==> src/design/fleom_pkg.sv <==
`timescale 1ns / 1ps

package fleom_pkg;

  // buffer geometry
  localparam int MaxPacket = 64;
  localparam int AddrW     = $clog2(MaxPacket);
  localparam int LenW      = AddrW + 1;
  localparam int ByteW     = 8;
  localparam int CfgIdxW   = 2;

  // register reset values and the minimum packet length
  localparam logic [LenW-1:0]  PacketLengthRst = LenW'(MaxPacket);
  localparam logic [ByteW-1:0] EomCharRst      = 8'd13;
  localparam logic [LenW-1:0]  EarlyThreshRst  = '0;
  localparam logic [LenW-1:0]  MinPacket       = 7'd2;

  // configuration register indexes
  typedef enum logic [CfgIdxW-1:0] {
    CfgPacketLength = 2'd0,
    CfgEomChar      = 2'd1,
    CfgEarlyThresh  = 2'd2
  } cfg_reg_e;

  typedef enum logic {
    StIdle  = 1'b0,
    StDrain = 1'b1
  } state_e;

endpackage

==> src/design/fleom_ram.sv <==
`timescale 1ns / 1ps

module fleom_ram #(
  parameter int Width = 8,
  parameter int Depth = 64
) (
  input  logic                     clk_i,
  input  logic                     we_i,
  input  logic [$clog2(Depth)-1:0] waddr_i,
  input  logic [Width-1:0]         wdata_i,
  input  logic                     re_i,
  input  logic [$clog2(Depth)-1:0] raddr_i,
  output logic [Width-1:0]         rdata_o
);

  logic [Width-1:0] mem_q [Depth];
  logic [Width-1:0] rdata_q;

  always_ff @(posedge clk_i) begin
    if (we_i) begin
      mem_q[waddr_i] <= wdata_i;
    end
    if (re_i) begin
      rdata_q <= mem_q[raddr_i];
    end
  end

  assign rdata_o = rdata_q;

endmodule

==> src/design/fixed_length_eom_packet_framer.sv <==
`timescale 1ns / 1ps

// fixed-length packet framer with end-of-message terminator
//
// input channel: one received byte per transfer (in_valid_i / in_stall_o).
// zero bytes are dropped. bytes are stored in a 64-entry buffer ram; a byte
// that completes a packet of packet_length bytes and equals eom_char releases
// the packet, otherwise the packet is thrown away. an early eom_char with the
// fill above early_eom_threshold aborts the packet.
// output channel: one packet byte per transfer with its index and a last flag
// (out_valid_o / out_stall_i), taken from an output register.
// flow: a byte that does not complete a good packet is not stalled, and the
// next byte can follow at once. a completing byte starts a drain through the
// single ram read port, one read in flight at a time: each read passes the
// ram read register, then the output register; a read waits for the last
// to land and the output register to free, and the input stalls meanwhile.
// the input reopens once the last read is issued, while the final byte may
// still wait in the output register.
// a stalled receiver holds the output register and pauses the drain.
// reset: fill count cleared, registers to length 64, eom 13, threshold 0;
// the buffer ram is not cleared (every entry is written before it is read).
// configuration: write cfg_we_i with cfg_index_i / cfg_data_i while idle.

module fixed_length_eom_packet_framer
  import fleom_pkg::*;
(
  input  logic               clk_i,
  input  logic               rst_ni,
  // configuration writes
  input  logic               cfg_we_i,
  input  logic [CfgIdxW-1:0] cfg_index_i,
  input  logic [ByteW-1:0]   cfg_data_i,
  // received bytes
  input  logic               in_valid_i,
  output logic               in_stall_o,
  input  logic [ByteW-1:0]   rx_byte_i,
  // packet bytes
  output logic               out_valid_o,
  input  logic               out_stall_i,
  output logic [ByteW-1:0]   packet_byte_o,
  output logic [AddrW-1:0]   byte_index_o,
  output logic               last_byte_o
);

  // configuration registers
  logic [LenW-1:0]  packet_length_q;
  logic [ByteW-1:0] eom_char_q;
  logic [LenW-1:0]  early_thresh_q;

  // control state
  state_e           state_q, state_d;
  logic [LenW-1:0]  fill_q, fill_d;
  logic [AddrW-1:0] rd_idx_q, rd_idx_d;
  logic [AddrW-1:0] last_idx_q, last_idx_d;
  logic             rd_pend_q, rd_pend_d;
  logic [AddrW-1:0] pend_idx_q, pend_idx_d;
  logic             pend_last_q, pend_last_d;

  // output register
  logic             out_valid_q, out_valid_d;
  logic [ByteW-1:0] out_data_q;
  logic [AddrW-1:0] out_idx_q;
  logic             out_last_q;

  // datapath
  logic             in_xfer;
  logic             out_xfer;
  logic [LenW-1:0]  len_eff;
  logic [LenW-1:0]  len_m1;
  logic [LenW-1:0]  fill_base;
  logic [LenW-1:0]  fill_next;
  logic             is_eom;
  logic             wr_en;
  logic             rd_issue;
  logic [ByteW-1:0] ram_rdata;

  assign in_stall_o = (state_q != StIdle);
  assign in_xfer    = in_valid_i && !in_stall_o;
  assign out_xfer   = out_valid_q && !out_stall_i;

  // clamp the programmed length into 2..MaxPacket
  always_comb begin
    if (packet_length_q < MinPacket) begin
      len_eff = MinPacket;
    end else if (packet_length_q > LenW'(MaxPacket)) begin
      len_eff = LenW'(MaxPacket);
    end else begin
      len_eff = packet_length_q;
    end
  end

  assign len_m1    = len_eff - 7'd1;
  // held bytes beyond a lowered length are dropped first
  assign fill_base = (fill_q >= len_eff) ? '0 : fill_q;
  assign fill_next = fill_base + 7'd1;
  assign is_eom    = (rx_byte_i == eom_char_q);

  // drain: one ram read in flight, issued only when the output register
  // will be free to catch its data
  assign rd_issue = (state_q == StDrain) && !rd_pend_q && (!out_valid_q || !out_stall_i);

  always_comb begin
    state_d     = state_q;
    fill_d      = fill_q;
    rd_idx_d    = rd_idx_q;
    last_idx_d  = last_idx_q;
    rd_pend_d   = rd_issue;
    pend_idx_d  = pend_idx_q;
    pend_last_d = pend_last_q;
    wr_en       = 1'b0;

    case (state_q)
      StIdle: begin
        if (in_xfer && (rx_byte_i != '0)) begin
          if ((fill_base == '0) && is_eom) begin
            // stray terminator while empty resynchronizes
            fill_d = '0;
          end else begin
            wr_en = 1'b1;
            if (fill_next >= len_eff) begin
              fill_d = '0;
              if (is_eom) begin
                state_d    = StDrain;
                rd_idx_d   = '0;
                last_idx_d = len_m1[AddrW-1:0];
              end
            end else if ((fill_next > early_thresh_q) && is_eom) begin
              fill_d = '0;
            end else begin
              fill_d = fill_next;
            end
          end
        end
      end
      StDrain: begin
        if (rd_issue) begin
          pend_idx_d  = rd_idx_q;
          pend_last_d = (rd_idx_q == last_idx_q);
          if (rd_idx_q == last_idx_q) begin
            state_d = StIdle;
          end else begin
            rd_idx_d = rd_idx_q + 6'd1;
          end
        end
      end
      default: begin
        state_d = StIdle;
      end
    endcase
  end

  always_comb begin
    if (rd_pend_q) begin
      out_valid_d = 1'b1;
    end else if (out_xfer) begin
      out_valid_d = 1'b0;
    end else begin
      out_valid_d = out_valid_q;
    end
  end

  fleom_ram #(
    .Width (ByteW),
    .Depth (MaxPacket)
  ) u_buf (
    .clk_i   (clk_i),
    .we_i    (wr_en),
    .waddr_i (fill_base[AddrW-1:0]),
    .wdata_i (rx_byte_i),
    .re_i    (rd_issue),
    .raddr_i (rd_idx_q),
    .rdata_o (ram_rdata)
  );

  // configuration registers
  always_ff @(posedge clk_i or negedge rst_ni) begin
    if (!rst_ni) begin
      packet_length_q <= PacketLengthRst;
      eom_char_q      <= EomCharRst;
      early_thresh_q  <= EarlyThreshRst;
    end else if (cfg_we_i) begin
      case (cfg_index_i)
        CfgPacketLength: packet_length_q <= cfg_data_i[LenW-1:0];
        CfgEomChar:      eom_char_q      <= cfg_data_i;
        CfgEarlyThresh:  early_thresh_q  <= cfg_data_i[LenW-1:0];
        default: ;
      endcase
    end
  end

  // control registers
  always_ff @(posedge clk_i or negedge rst_ni) begin
    if (!rst_ni) begin
      state_q     <= StIdle;
      fill_q      <= '0;
      rd_idx_q    <= '0;
      last_idx_q  <= '0;
      rd_pend_q   <= 1'b0;
      pend_idx_q  <= '0;
      pend_last_q <= 1'b0;
      out_valid_q <= 1'b0;
    end else begin
      state_q     <= state_d;
      fill_q      <= fill_d;
      rd_idx_q    <= rd_idx_d;
      last_idx_q  <= last_idx_d;
      rd_pend_q   <= rd_pend_d;
      pend_idx_q  <= pend_idx_d;
      pend_last_q <= pend_last_d;
      out_valid_q <= out_valid_d;
    end
  end

  // output payload, loaded when read data lands
  always_ff @(posedge clk_i) begin
    if (rd_pend_q) begin
      out_data_q <= ram_rdata;
      out_idx_q  <= pend_idx_q;
      out_last_q <= pend_last_q;
    end
  end

  assign out_valid_o   = out_valid_q;
  assign packet_byte_o = out_data_q;
  assign byte_index_o  = out_idx_q;
  assign last_byte_o   = out_last_q;

  // read data never lands on a byte still waiting in the output register
  assert property (@(posedge clk_i) disable iff (!rst_ni) rd_pend_q |-> !out_valid_q)
    else $error("read data arrived while output register was occupied");

  // read data shows up as a valid output in the following cycle
  assert property (@(posedge clk_i) disable iff (!rst_ni) rd_pend_q |=> out_valid_q)
    else $error("pending read did not reach the output register");

  // the fill never reaches the buffer depth
  assert property (@(posedge clk_i) disable iff (!rst_ni) fill_q < LenW'(MaxPacket))
    else $error("fill count out of range");

  // a packet is being drained only with an empty fill
  assert property (@(posedge clk_i) disable iff (!rst_ni) (state_q == StDrain) |-> (fill_q == '0))
    else $error("fill count not cleared during drain");

endmodule
==> config.mk <==
export PLATFORM = sky130hd
export DESIGN_NAME = fixed_length_eom_packet_framer
export DESIGN_NICKNAME = d
export VERILOG_FILES = /design/src/design/fleom_pkg.sv /design/src/design/fleom_ram.sv /design/src/design/fixed_length_eom_packet_framer.sv
export SDC_FILE = /design/constraint.sdc
export NUM_CORES = 1
export LEC_CHECK = 0
export BUFFER_PORTS_ARGS = -buffer_cell sky130_fd_sc_hd__buf_2
export CORE_ASPECT_RATIO = 1.1
export CORE_MARGIN = 3
export CORE_UTILIZATION = 52
export DETAILED_ROUTE_END_ITERATION = 12
export GPL_TIMING_DRIVEN = 0
export PLACE_DENSITY = 0.68
export SKIP_LAST_GASP = 1
export SYNTH_ARGS = -nofsm -noshare
export SYNTH_HDL_FRONTEND = slang
export SYNTH_SLANG_ARGS = --single-unit
==> constraint.sdc <==
create_clock -name clk_i -period 10.6 [get_ports clk_i]
set_input_delay 2.12 -clock clk_i [delete_from_list [all_inputs] [get_ports clk_i]]
set_output_delay 2.12 -clock clk_i [all_outputs]
set_load 0.005 [all_outputs]
==> impl_metrics.env <==
export IMPL_grt_pass1_wl_um=77900
export IMPL_die_w_um=208
export IMPL_hold_path_depth=0
export IMPL_slew_headroom_pct=8.36
export IMPL_finalSetupTns_ps=0
export IMPL_clock_sinks=586
export IMPL_post_cts_buffers=0
export IMPL_final_common_cell="edfxtp_1"
export IMPL_drtAntennaViolNets=0
export IMPL_clock_skew_ps=9.04
export IMPL_fmax_mhz=170
export IMPL_synth_distinct_cells=59
export IMPL_cts_root_buf="clkbuf_16"
export IMPL_syn_inst=1198
export IMPL_clock_latency_ps=590
export IMPL_irDropWorstVdd_v=0.000178
export IMPL_io_pins=40
export IMPL_synth_seq_cells=586
export IMPL_rsz0062_at_grt="no"
export IMPL_syn_to_final_growth_pct=11.8
export IMPL_worst_pin_slew_ps=1370
export IMPL_initial_core_util_pct=53.2
export IMPL_maxCapViolCount=0
export IMPL_arrival_ps=6340
export IMPL_yosys_warnings=0
export IMPL_setup_viol=0
export IMPL_critPathKind="reg2reg"
export IMPL_numCtsBuffers=56
export IMPL_cts_hold_buffers=0
export IMPL_grt_start_max_net_pins=67
export IMPL_place_area_um2=24400
export IMPL_row_count=80
export IMPL_die_area_um2=47500
export IMPL_multi_input_area_um2=5690
export IMPL_crit_fanout=10
export IMPL_timing_hold_violations_final=0
export IMPL_drt_iter0_drc=1359
export IMPL_hold_path_class="reg2reg"
export IMPL_area_sequential_um2=17300
export IMPL_fill_cells=3115
export IMPL_hpwl_um=33100
export IMPL_grt_use_total_pct=22.0
export IMPL_syn_area_um2=23400
export IMPL_grt_pass1_vias=12300
export IMPL_antenna_found_initial=0
export IMPL_cts_tree="yes"
export IMPL_nets=1350
export IMPL_synth_edf_count=535
export IMPL_clockBufferDepth=3
export IMPL_core_um2=43900
export IMPL_final_cell_mix="edfxtp_1 (535), mux4_2 (128), nor2_1 (75)"
export IMPL_num_vias=11900
export IMPL_drive_above_1_share_pct=24.0
export IMPL_drv_slew=0
export IMPL_cellPowerDensity_nw_per_um2=212
export IMPL_path_clk_slew_ps=60
export IMPL_synth_avg_cell_area_um2=19.5
export IMPL_overflow=0
export IMPL_finalCritPeriodShare_pct=55.4
export IMPL_critPathLaunchType="flip-flop"
export IMPL_critPathCaptureType="flip-flop"
export IMPL_leakage_nw=8.44
export IMPL_diodes=0
export IMPL_via_per_inst=6.21
export IMPL_cts_resized=0
export IMPL_drc=0
export IMPL_place_gp_congestion=0.864
export IMPL_cp_data_required_time_ps=11070
export IMPL_detail_route_wl_per_cell_um=27.1
export IMPL_yosysSeqAreaShare_pct=74.2
export IMPL_syn_nets=1246
export IMPL_synth_ff_type="edfxtp_1"
export IMPL_fp_dieH_um=228
export IMPL_drtPass1Iterations=6
export IMPL_r2r_cells=22
export IMPL_synthArstFlopShare_pct=8.70
export IMPL_h_tree_depth=2
export IMPL_outcome="finished clean"
export IMPL_fin_area_um2=26100
export IMPL_fin_crit_ps=5880
export IMPL_numPortBuffers=39
export IMPL_wl_um=52100
-- critical path, stage by stage (launching register included) --
cell and delay, ps:
dfrtp_1 440, nor4_1 440, nand2b_1 100, nand3_1 150
inv_1 80, ha_1 270, nand2b_1 90, a31oi_1 110
o211ai_1 330, buf_2 300, buf_1 670, nor2_1 130
ha_1 270, nand2_1 90, nor2_1 60, xnor2_1 130
nor2_1 270, ha_1 260, nand4_1 120, o21ai_0 480
o2111ai_1 360, buf_2 290, mux2_1 320
-- stage by stage --
step	power, mW	worst slack (ps)	cells	utilization (%)	hold WS, ps
2_1_floorplan	3.38	6140	1198	-	400
3_3_place_gp	3.67	4010	1811	55.3	408
3_5_place_dp	3.69	4670	1818	55.5	405
4_1_cts	5.59	4730	1922	59.5	418
5_1_grt	5.76	4310	1922	59.5	423
6_report	5.55	4720	1922	59.5	418
-- flip-flops by register name (all words and copies together), names as in the netlist --
name and cells:
pend_idx_q 6, out_valid_o 1, last_idx_q 6, byte_index_o 6, early_thresh_q 7, rd_idx_q 6
pend_last_q 1, u_buf.mem_q 512, packet_length_q 7, u_buf.rdata_o 8, last_byte_o 1, fill_q 7
packet_byte_o 8, rd_pend_q 1, eom_char_q 8, in_stall_o 1
-- path summary, 6_finish.rpt --
kind | slack (ps) | startpoint | end
min | 420 | u_buf.rdata_o[5] | packet_byte_o[5]
max reg2reg | 4720 | packet_length_q[3] | last_idx_q[3]
min reg2reg | 420 | u_buf.rdata_o[5] | packet_byte_o[5]
max | 4720 | packet_length_q[3] | last_idx_q[3]
max in group asynchronous | 8130 | rst_ni | eom_char_q[6]
min in group asynchronous | 1760 | rst_ni | pend_idx_q[1]
-- area by class of cell --
| class | count | share of cell area (%) |
|---|---|---|
| clock inverter | 30 | 0.914 |
| sequential | 586 | 66.3 |
| timing repair buffer | 46 | 0.967 |
| clock buffer | 74 | 5.78 |
| tap | 574 | 2.75 |
| inverter | 18 | 0.258 |
| multi-input combinational | 529 | 21.8 |
| buffer | 65 | 1.25 |
-- synthesized netlist by cell type, types with 6 or more instances --
library cell | count | area, µm²
dfrtp_1 | 47 | 1180
o221ai_1 | 9 | 78.8
xnor2_1 | 14 | 123
o21ai_0 | 12 | 60.1
a22o_1 | 22 | 193
nand2b_1 | 6 | 37.5
mux2_2 | 29 | 327
nand4_1 | 7 | 43.8
mux4_2 | 128 | 2880
xor2_1 | 7 | 61.3
nand3_1 | 24 | 120
nand2_1 | 44 | 165
a22oi_1 | 40 | 300
ha_1 | 25 | 313
buf_2 | 15 | 75.1
a21oi_1 | 8 | 40.0
buf_1 | 8 | 30.0
clkbuf_1 | 32 | 120
inv_1 | 17 | 63.8
buf_6 | 7 | 78.8
edfxtp_1 | 535 | 16100
nor2_1 | 75 | 282
a221oi_1 | 16 | 140
nor4_1 | 13 | 81.3
-- layer usage --
| metal | vias to the layer above | GRT usage, % | part of all wire (%) |
|---|---|---|---|
| met4 | 0 | 6.55 | 3.0 |
| met2 | 513 | 35.8 | 49 |
| li1 | 5130 | - | - |
| met3 | 100 | 4.53 | 7.2 |
| met1 | 6191 | 30.6 | 40 |
| met5 | - | 0 | 0 |
-- cell families after synthesis --
family / after synthesis / share of synthesized area, %
buf+inv: 83 / 1.69
compound gates: 130 / 4.29
mux: 158 / 13.8
fa+ha+maj: 25 / 1.34
flops: 586 / 74.2
simple gates: 195 / 3.93
xor+xnor: 21 / 0.787
-- where the power goes --
part           internal (mW)  switching, mW  leakage, nW
clock network           1.10          0.815        0.857
logic                  0.430          0.559         2.12
registers               2.61         0.0358         5.46
Note: power is estimated with default switching activity, not from simulation.
